**src/design/wpm_pkg.sv**
```systemverilog
// shared types, constants and codes for the work packet pool manager
package wpm_pkg;

  localparam int POOL_SIZE   = 256;
  localparam int ID_W        = 8;
  localparam int LINK_W      = $clog2(POOL_SIZE + 1);
  localparam int NUM_CLASSES = 4;
  localparam int CLS_W       = 2;

  localparam logic [LINK_W-1:0] NULL_LINK = LINK_W'(POOL_SIZE);

  typedef enum logic [1:0] {
    ACT_RETURN = 2'd0,
    ACT_INPUT  = 2'd1,
    ACT_OUTPUT = 2'd2,
    ACT_QUERY  = 2'd3
  } action_t;

  typedef enum logic [CLS_W-1:0] {
    CLS_FULL         = 2'd0,
    CLS_EMPTY        = 2'd1,
    CLS_ALMOST_FULL  = 2'd2,
    CLS_ALMOST_EMPTY = 2'd3
  } class_t;

  typedef enum logic [2:0] {
    ST_OK        = 3'd0,
    ST_NONE      = 3'd1,
    ST_QUEUED    = 3'd2,
    ST_UNALLOC   = 3'd3,
    ST_WORK      = 3'd4,
    ST_ALL_EMPTY = 3'd5,
    ST_OUT       = 3'd6
  } status_t;

  // request and response payloads
  typedef struct packed {
    logic [1:0]       action;
    logic [ID_W-1:0]  packet_id;
    logic [CLS_W-1:0] packet_class;
  } req_t;

  typedef struct packed {
    logic [ID_W-1:0]   granted_id;
    logic [2:0]        status;
    logic [LINK_W-1:0] allocated_total;
  } rsp_t;

  // list update applied by the store
  typedef struct packed {
    logic             push;
    logic             pop;
    logic             alloc;
    logic [CLS_W-1:0] push_cls;
    logic [CLS_W-1:0] pop_cls;
    logic [ID_W-1:0]  push_id;
  } upd_t;

  // current list state seen by the control logic
  typedef struct packed {
    logic [NUM_CLASSES-1:0][LINK_W-1:0] heads;
    logic [NUM_CLASSES-1:0][LINK_W-1:0] counts;
    logic [LINK_W-1:0]                  alloc;
  } view_t;

endpackage

```
**src/design/work_packet_pool_manager_core.sv**
```systemverilog
// Packet pool manager: four LIFO packet lists by fullness class, with priority pop and
// allocation of new packet IDs. Each request first registers the request and reads the link
// of the list head it will pop from the link RAM, then applies the list update and loads the
// response register, waiting while a stalled response is held. The link RAM read comes ahead
// of the head update, and a new request is taken only after the previous one has loaded its
// response. The link RAM has no reset and needs no clearing pass; the block takes requests
// from the first cycle after reset.
module work_packet_pool_manager_core
  import wpm_pkg::*;
(
  input  logic clk,
  input  logic rst,
  input  logic req_valid,
  output logic req_stall,
  input  req_t req,
  output logic rsp_valid,
  input  logic rsp_stall,
  output rsp_t rsp
);

  req_t              item;
  logic              busy;
  logic              pop_hit;
  logic [CLS_W-1:0]  pop_cls;
  logic              pop_hit_next;
  logic [CLS_W-1:0]  pop_cls_next;
  logic              accept;
  logic              fire;
  logic [LINK_W-1:0] rd_data;
  logic              mark_hit;
  upd_t              upd;
  view_t             view;
  rsp_t              rsp_next;

  assign req_stall = busy;
  assign accept    = req_valid && !busy;
  assign fire      = busy && (!rsp_valid || !rsp_stall);

  // pick the list to pop by priority, from heads that stay put until the update
  always_comb begin
    pop_hit_next = 1'b0;
    pop_cls_next = CLS_FULL;
    case (action_t'(req.action))
      ACT_INPUT: begin
        if (view.heads[CLS_FULL] < NULL_LINK) begin
          pop_hit_next = 1'b1;
          pop_cls_next = CLS_FULL;
        end else if (view.heads[CLS_ALMOST_FULL] < NULL_LINK) begin
          pop_hit_next = 1'b1;
          pop_cls_next = CLS_ALMOST_FULL;
        end else if (view.heads[CLS_ALMOST_EMPTY] < NULL_LINK) begin
          pop_hit_next = 1'b1;
          pop_cls_next = CLS_ALMOST_EMPTY;
        end
      end
      ACT_OUTPUT: begin
        if (view.heads[CLS_EMPTY] < NULL_LINK) begin
          pop_hit_next = 1'b1;
          pop_cls_next = CLS_EMPTY;
        end else if (view.heads[CLS_ALMOST_EMPTY] < NULL_LINK) begin
          pop_hit_next = 1'b1;
          pop_cls_next = CLS_ALMOST_EMPTY;
        end
      end
      default: begin
        pop_hit_next = 1'b0;
        pop_cls_next = CLS_FULL;
      end
    endcase
  end

  // request register and busy flag
  always_ff @(posedge clk) begin
    if (rst) begin
      busy <= 1'b0;
    end else if (accept) begin
      busy <= 1'b1;
    end else if (fire) begin
      busy <= 1'b0;
    end
    if (accept) begin
      item    <= req;
      pop_hit <= pop_hit_next;
      pop_cls <= pop_cls_next;
    end
  end

  wpm_store u_store (
    .clk      (clk),
    .rst      (rst),
    .rd_en    (accept),
    .rd_addr  (view.heads[pop_cls_next][ID_W-1:0]),
    .rd_data  (rd_data),
    .mark_id  (item.packet_id),
    .mark_hit (mark_hit),
    .upd      (upd),
    .view     (view)
  );

  // decide the update and the response for the registered request
  always_comb begin
    upd          = '0;
    upd.push_cls = item.packet_class;
    upd.pop_cls  = pop_cls;
    upd.push_id  = item.packet_id;
    rsp_next            = '0;
    rsp_next.status     = ST_OK;
    case (action_t'(item.action))
      ACT_RETURN: begin
        if ({1'b0, item.packet_id} >= view.alloc) begin
          rsp_next.status = ST_UNALLOC;
        end else if (mark_hit) begin
          rsp_next.status = ST_QUEUED;
        end else begin
          upd.push = fire;
        end
      end
      ACT_INPUT: begin
        if (pop_hit) begin
          upd.pop             = fire;
          rsp_next.granted_id = view.heads[pop_cls][ID_W-1:0];
        end else begin
          rsp_next.status = ST_NONE;
        end
      end
      ACT_OUTPUT: begin
        if (pop_hit) begin
          upd.pop             = fire;
          rsp_next.granted_id = view.heads[pop_cls][ID_W-1:0];
        end else if (view.alloc < NULL_LINK) begin
          upd.alloc           = fire;
          rsp_next.granted_id = view.alloc[ID_W-1:0];
        end else begin
          rsp_next.status = ST_NONE;
        end
      end
      ACT_QUERY: begin
        if (view.heads[CLS_FULL] < NULL_LINK || view.heads[CLS_ALMOST_FULL] < NULL_LINK ||
            view.heads[CLS_ALMOST_EMPTY] < NULL_LINK) begin
          rsp_next.status = ST_WORK;
        end else if (view.counts[CLS_EMPTY] == view.alloc) begin
          rsp_next.status = ST_ALL_EMPTY;
        end else begin
          rsp_next.status = ST_OUT;
        end
      end
      default: begin
        rsp_next.status = ST_OK;
      end
    endcase
    rsp_next.allocated_total = view.alloc + LINK_W'(upd.alloc);
  end

  // response register
  always_ff @(posedge clk) begin
    if (rst) begin
      rsp_valid <= 1'b0;
    end else if (fire) begin
      rsp_valid <= 1'b1;
    end else if (!rsp_stall) begin
      rsp_valid <= 1'b0;
    end
    if (fire) begin
      rsp <= rsp_next;
    end
  end

endmodule

```
**src/design/wpm_store.sv**
```systemverilog
// list state: link ram, list heads, list lengths, queued marks, allocation count
module wpm_store
  import wpm_pkg::*;
(
  input  logic              clk,
  input  logic              rst,
  input  logic              rd_en,
  input  logic [ID_W-1:0]   rd_addr,
  output logic [LINK_W-1:0] rd_data,
  input  logic [ID_W-1:0]   mark_id,
  output logic              mark_hit,
  input  upd_t              upd,
  output view_t             view
);

  logic [LINK_W-1:0]                  link_mem [POOL_SIZE];
  logic [NUM_CLASSES-1:0][LINK_W-1:0] heads;
  logic [NUM_CLASSES-1:0][LINK_W-1:0] counts;
  logic [POOL_SIZE-1:0]               marks;
  logic [LINK_W-1:0]                  alloc;

  // link ram: push writes the old head, pop reads the next link
  always_ff @(posedge clk) begin
    if (upd.push) begin
      link_mem[upd.push_id] <= heads[upd.push_cls];
    end
    if (rd_en) begin
      rd_data <= link_mem[rd_addr];
    end
  end

  // list heads, lengths, marks and allocation count
  always_ff @(posedge clk) begin
    if (rst) begin
      for (int c = 0; c < NUM_CLASSES; c++) begin
        heads[c]  <= NULL_LINK;
        counts[c] <= '0;
      end
      marks <= '0;
      alloc <= '0;
    end else begin
      if (upd.push) begin
        heads[upd.push_cls]  <= {1'b0, upd.push_id};
        counts[upd.push_cls] <= counts[upd.push_cls] + LINK_W'(1);
        marks[upd.push_id]   <= 1'b1;
      end
      if (upd.pop) begin
        heads[upd.pop_cls] <= rd_data;
        if (counts[upd.pop_cls] != '0) begin
          counts[upd.pop_cls] <= counts[upd.pop_cls] - LINK_W'(1);
        end
        marks[heads[upd.pop_cls][ID_W-1:0]] <= 1'b0;
      end
      if (upd.alloc) begin
        alloc <= alloc + LINK_W'(1);
      end
    end
  end

  assign mark_hit    = marks[mark_id];
  assign view.heads  = heads;
  assign view.counts = counts;
  assign view.alloc  = alloc;

endmodule

```
**config.mk**
```make
export PLATFORM = sky130hd
export DESIGN_NAME = work_packet_pool_manager_core
export DESIGN_NICKNAME = d
export VERILOG_FILES = /design/src/design/wpm_pkg.sv /design/src/design/work_packet_pool_manager_core.sv /design/src/design/wpm_store.sv
export SDC_FILE = /design/constraint.sdc
export NUM_CORES = 2
export LEC_CHECK = 0
export ABC_CLOCK_PERIOD_IN_PS = 6900
export BUFFER_PORTS_ARGS = -buffer_cell sky130_fd_sc_hd__buf_2
export CAP_MARGIN = 0
export CORE_MARGIN = 4
export CORE_UTILIZATION = 60
export CTS_CLUSTER_SIZE = 28
export DETAILED_ROUTE_END_ITERATION = 10
export PLACE_DENSITY = 0.75
export SYNTH_ARGS = -nofsm -noshare
export SYNTH_HDL_FRONTEND = slang
export SYNTH_HIERARCHICAL = 1
export SYNTH_SLANG_ARGS = --single-unit
```
**constraint.sdc**
```tcl
create_clock -name clk -period 6.9 [get_ports clk]
set_clock_uncertainty 0.2 [all_clocks]
set_input_delay 1.035 -clock clk [delete_from_list [all_inputs] [get_ports clk]]
set_output_delay 1.035 -clock clk [all_outputs]
set_load 0.01 [all_outputs]
```
**Yosys cells after proc, flatten, opt, wreduce, memory -nomap -nowiden**

Memory sizes are Yosys's and may differ from the RTL's. A register that Yosys moved wholly into a read port is not among the register bits.
Index checks and enable logic that the tools add are counted.

- Bits in registers: 374
- Output and inout bits: 22
- Memories kept: 1
- Memory bits (writable): 2304
- Input bits: 16

- Bitwise operators: 3
- Reduce and logical (&&, ||, !) cells: 16
- $add $sub $neg: 4
- Equality and inequality tests: 7
- Magnitude comparators: 15
- Muxes and demuxes: 70

Memories:

| memory | depth | bits a word | read ports | clocked after memory_dff | wr ports | RTL line | source |
|---|---|---|---|---|---|---|---|
| u_store.link_mem | 256 | 9 | 1 | 1 | 1 | wpm_store.sv:16 | `logic [LINK_W-1:0] link_mem [POOL_SIZE];` |

Operators with widths:

| cell | count |
|---|---|
| 256-bit 2-to-1 mux | 3 |
| 256-bit bitwise AND | 1 |
| 256-bit NOT | 1 |
| 256-bit OR | 1 |
| 36-bit 2-to-1 mux | 7 |
| 36-bit bitwise mux | 4 |
| 9-bit binary-select mux with 2-bit select | 5 |
| 9-bit less-than comparator (second input constant) | 5 |
| 9-bit 2-to-1 mux | 5 |
| 8-bit 2-to-1 mux | 5 |
| 9-bit demux with 2-bit select | 2 |
| 1-bit 2-to-1 mux | 24 |
| 9-bit by 1-bit adder with 9-bit output (second input constant) | 2 |
| 8-bit by 9-bit less-than comparator with 1-bit output (second input constant) | 2 |
| 1-bit demux with 8-bit select | 2 |
| 8-bit by 1-bit >= comparator with 1-bit output (second input constant) | 2 |
| 8-bit case mux with 2 select lines | 1 |
| 2-bit 2-to-1 mux | 7 |
| 3-bit case mux with 4 select lines | 1 |
| 9-bit by 1-bit adder with 9-bit output | 1 |
| 9-bit == test | 1 |
| 8-bit by 9-bit >= comparator with 1-bit output | 1 |
| 2-bit by 3-bit less-than comparator with 1-bit output (second input constant) | 3 |
| 9-bit nonzero test | 1 |
| other kinds (15) | 28 |

**Depth between registers and ports, before layout**

- Word-level depth: 11
- Mapped depth: 20
- Gate-level depth less buffers: 13

**By module**

Netlist, hierarchy kept.

Modules (own cells, without submodules):

| module | area each (um^2) | seq. area each (um^2) | instances | cells each |
|---|---|---|---|---|
| wpm_store | 104592.8 | 76203.1 | 1 | 5728 |
| work_packet_pool_manager_core | 2383.5 | 1091.0 | 1 | 191 |

**Worst setup path after synthesis**

OpenSTA, ideal clock, no wires.

- Kind: input port to flip-flop
- Start point: input port rsp_stall
- End point: memory u_store/link_mem[160][0] (netlist bit), enable pin
- Library setup time: 376 ps
- Data required time: 6324 ps
- Path slack: 1846 ps
- Stages on the path: 7
- Arrival time: 4478 ps
- Cells stage by stage: a21boi_0 and3_1 clkbuf_1 clkbuf_1 nand4b_1 clkbuf_1 nor2_1

RTL lines:

| element | RTL line | source |
|---|---|---|
| start: declaration | work_packet_pool_manager_core.sv:17 | `input logic rsp_stall,` |
| end: declaration | wpm_store.sv:16 |  |

**Worst setup path after layout**

- Start point: input port req[10] (netlist bit)
- End point: register u_store.rd_data[3] (read register of u_store.link_mem) (data pin)

- Cells in the longest elaborated chain, start to end: 4

Ends and longest elaborated chain:

| element | RTL line | source |
|---|---|---|
| start: declaration | work_packet_pool_manager_core.sv:15 | `input req_t req,` |
| 2-bit == test / 2-bit by 1-bit == test with 1-bit output (equally long branches) | work_packet_pool_manager_core.sv:43 | `case (action_t'(req.action))` |
| 2-bit case mux with 2 select lines * | work_packet_pool_manager_core.sv:43 |  |
| 9-bit binary-select mux with 2-bit select * | work_packet_pool_manager_core.sv:92 | `.rd_addr (view.heads[pop_cls_next][ID_W-1:0]),` |
| 8-bit 2-to-1 mux (not written as such) * | work_packet_pool_manager_core.sv:92 |  |
| end: declaration | wpm_store.sv:9 | `output logic [LINK_W-1:0] rd_data,` |

Every way passes the cells marked *; elsewhere a longest branch is shown, timed or not. The select of a mux whose other input is x is not followed.
A chain may end at the register's enable or synchronous reset.

==> results.cfg <==
[outcome]
outcome = finished with violations
violations = max-capacitance violations, max-slew violations

[yosys]
postSynthCellCount = 5919
synthAdderAreaFrac = 0.00222
synthTopCellsByArea = edfxtp_1 66%, mux4_2 12%, dfxtp_1 6.3%
synth_top_family_by_area = multiplexers
yosys.area_share.simple = 0.0387
async_flop_share = 0
synth_top_area_frac = 0.659
synth_nets = 5954
syn_area_per_cell_sq_um = 18.1
syn_area_sq_um = 107000
synth-seq-cells = 2687
synth-compound-area-share = 0.0527
synth_warnings = 6
synth_xor_area_frac = 0.00287
synth_area_leader_cell = edfxtp_1
yosysUniqueCellTypes = 73
ys_seq_area_frac = 0.723
synth_edf_count = 2348
post_synth_mux_area_share = 0.163
ys.flop_type = edfxtp_1

[layout]
layout.cells.non_filler = 8883
multi_input_area_sq_um = 28000
layout_commonest_cell = edfxtp_1
drive_above_1_share = 0.240
regArea_sq_um = 77300
area_growth_pct = 13.3
n_fill_cell = 10833
mostFrequentLayoutCells = 2348 x edfxtp_1, 609 x nor2_1, 579 x mux4_2, 439 x buf_4, 377 x mux2i_1
nNetsFinal = 6378

[timing]
final_max_slew_viol_count = 3
min_period_ps = 6090
fin_tns_setup_ps = 0
worst_slew_pin_slew_ps = 1670
finalHoldViolations = 0
post-route-period-util = 0.883
setup_viol = 0
max-slew-margin-rel = -0.121
rsz0062_at_grt = no
fmax_mhz = 164

[cts]
cts_hold_buffers = 0
cts_tree = built
clk_latency_ps = 950
ctsResizeCount = 0
cts_buffers = 279
clkTransAtPathRegs_ps = 60
numClockSinks = 2687
cts_setup_buffers = 0
ctsRootBufferMaster = clkbuf_16
htree_levels = 5
clock_path_buffers = 4

[die]
initial_utilization = 0.605
ios = 38
fp.dieW_um = 430
die_h_um = 430
rows = 154
design.core.area_sq_um = 177000
die_area_sq_um = 185000

[power]
combPwrFrac = 0.022
switching_share = 0.201
seqPwrFrac = 0.542
p_leak_nw = 33.5
intPower_w = 0.0258
power_density_nw_per_um2 = 267
p_clk_frac = 0.436
irDropWorstVdd_uv = 284
switchingPower_w = 0.00652

[flow_run]
cap_violations = 3

[route]
ant_nets = 0
first_pass_iters = 9
drc = 0
vias = 62188
totalWireLength_um = 298000
avgRoutedWirePerCell_um = 33.5
via_per_inst = 7.00
drt_iter0_markers = 9221

[grt]
grt_max_degree = 233
grt_pass1_vias = 61209
gr-total-overflow = 0
antenna_found_initial = 8
grt_pass1_wl_um = 434000
grtUsageTotal = 0.323

[worst_setup_path]
worstPathMaxFanout = 9
worstPathArrival_ps = 6500
start_kind = input pin
timing.reg2reg.setup_slack_ps = 900
worstSetupPathType = in -> reg
crit_required_ps = 7300
rr_worst_depth = 16
r2r-end = u_store/marks[82]
end_kind = flip-flop
timing.rr.start = item[2]

[worst_hold_path]
min_to = item[6]
min_path_cells = 1
hp-class = in -> reg
hold_start = req[6]

[place]
gp_congestion = 0.967
dp_cells = 8401
port-buffer-count = 37
dp_hpwl_um = 184000
==> registers in the layout, summed over array words and instances, names as in the netlist <==
signal,flops
item,12
pop_cls,2
pop_hit,1
req_stall,1
rsp,20
rsp_valid,1
u_store/alloc,9
u_store/link_mem,2304
u_store/marks,256
u_store/rd_data,9
u_store/view,72
==> synthesized netlist by cell type (34+ instances only) <==
| library cell | number |
|---|---|
| nor3_1 | 48 |
| buf_1 | 35 |
| buf_2 | 56 |
| a21oi_1 | 123 |
| nor2_1 | 625 |
| mux2i_1 | 383 |
| clkbuf_1 | 237 |
| o22ai_1 | 83 |
| edfxtp_1 | 2348 |
| dfxtp_1 | 339 |
| mux4_2 | 588 |
| a22oi_1 | 34 |
| nand2_1 | 111 |
| o21ai_0 | 74 |
| buf_4 | 54 |
| o221ai_1 | 113 |
| nand3_1 | 43 |
| a211oi_1 | 253 |
==> power groups by stage <==
stage	logic [W]	clock network (W)	registers, W
after floorplan	0.000424	0	0.0179
after global placement	0.000684	0	0.0179
after detailed placement	0.000698	0	0.0179
after CTS	0.000702	0.0142	0.0175
after global routing	0.000742	0.0150	0.0175
final	0.000715	0.0141	0.0176
==> per-layer routing <==
layer  track usage  routed length [um]  share of wire  up-vias
met2         0.493              138000           0.46     4611
met1         0.443              105000           0.35    31715
met5             0                  16       0.000054        -
met3        0.0736               36100           0.12      940
met4         0.169               19000          0.064        2
li1              -                   -              -    24920
==> per-stage QoR <==
| stage | worst slack (ps) | hold slack [ps] | power (W) | utilization | cell area, sq um |
|---|---|---|---|---|---|
| 3_5_place_dp | 214 | 288 | 0.0186 | 0.639 | 113000 |
| 6_report | 806 | 99.7 | 0.0324 | 0.686 | 121000 |
| 2_1_floorplan | 1850 | 253 | 0.0183 | - | 107000 |
| 3_3_place_gp | 71.2 | 277 | 0.0186 | 0.638 | 113000 |
| 5_1_grt | 809 | 75.4 | 0.0332 | 0.686 | 121000 |
| 4_1_cts | 1150 | 59.0 | 0.0325 | 0.686 | 121000 |
==> logic make-up (layout without fill, tap and decap cells) <==
| logic type | Yosys count | count (layout) |
|---|---|---|
| flops | 2687 | 2687 |
| mux | 1007 | 1007 |
| simple gates | 962 | 962 |
| compound gates | 796 | 796 |
| buf+inv | 413 | 1032 |
| xor+xnor | 35 | 35 |
| fa+ha+maj | 19 | 19 |
| other cells | 0 | 5 |
==> cell type report <==
| class | count | area share |
|---|---|---|
| Clock inverter | 125 | 0.00747 |
| Sequential cell | 2687 | 0.638 |
| Multi-Input combinational cell | 2819 | 0.231 |
| Timing Repair Buffer | 532 | 0.0374 |
| Tap cell | 2340 | 0.0242 |
| Antenna cell | 5 | 0.000103 |
| Inverter | 24 | 0.000784 |
| Clock buffer | 351 | 0.0617 |
==> worst max-delay path, cell delays in order <==
cell	delay, ps
buf_2	120
inv_1	60
ha_1	200
a21bo_2	210
and2_1	510
mux2i_1	230
mux2i_4	750
buf_12	240
buf_4	170
buf_4	230
mux4_2	540
mux4_2	500
nand2_1	130
o31ai_1	130
nor3_1	1270
nor4_1	130
==> how the worst max path moves through the flow <==
stage	start	end	slack [ps]	depth (start not counted)
after floorplan	rsp_stall	u_store/link_mem[160][0]	1850	7
after global placement	req[11]	u_store/rd_data[5]	70	16
after detailed placement	req[10]	u_store/rd_data[3]	210	16
after CTS	req[10]	u_store/rd_data[3]	1150	16
after global routing	item[2]	u_store/marks[118]	810	16
final	req[10]	u_store/rd_data[3]	810	16
No activity file was read; power rests on OpenSTA's default activity.
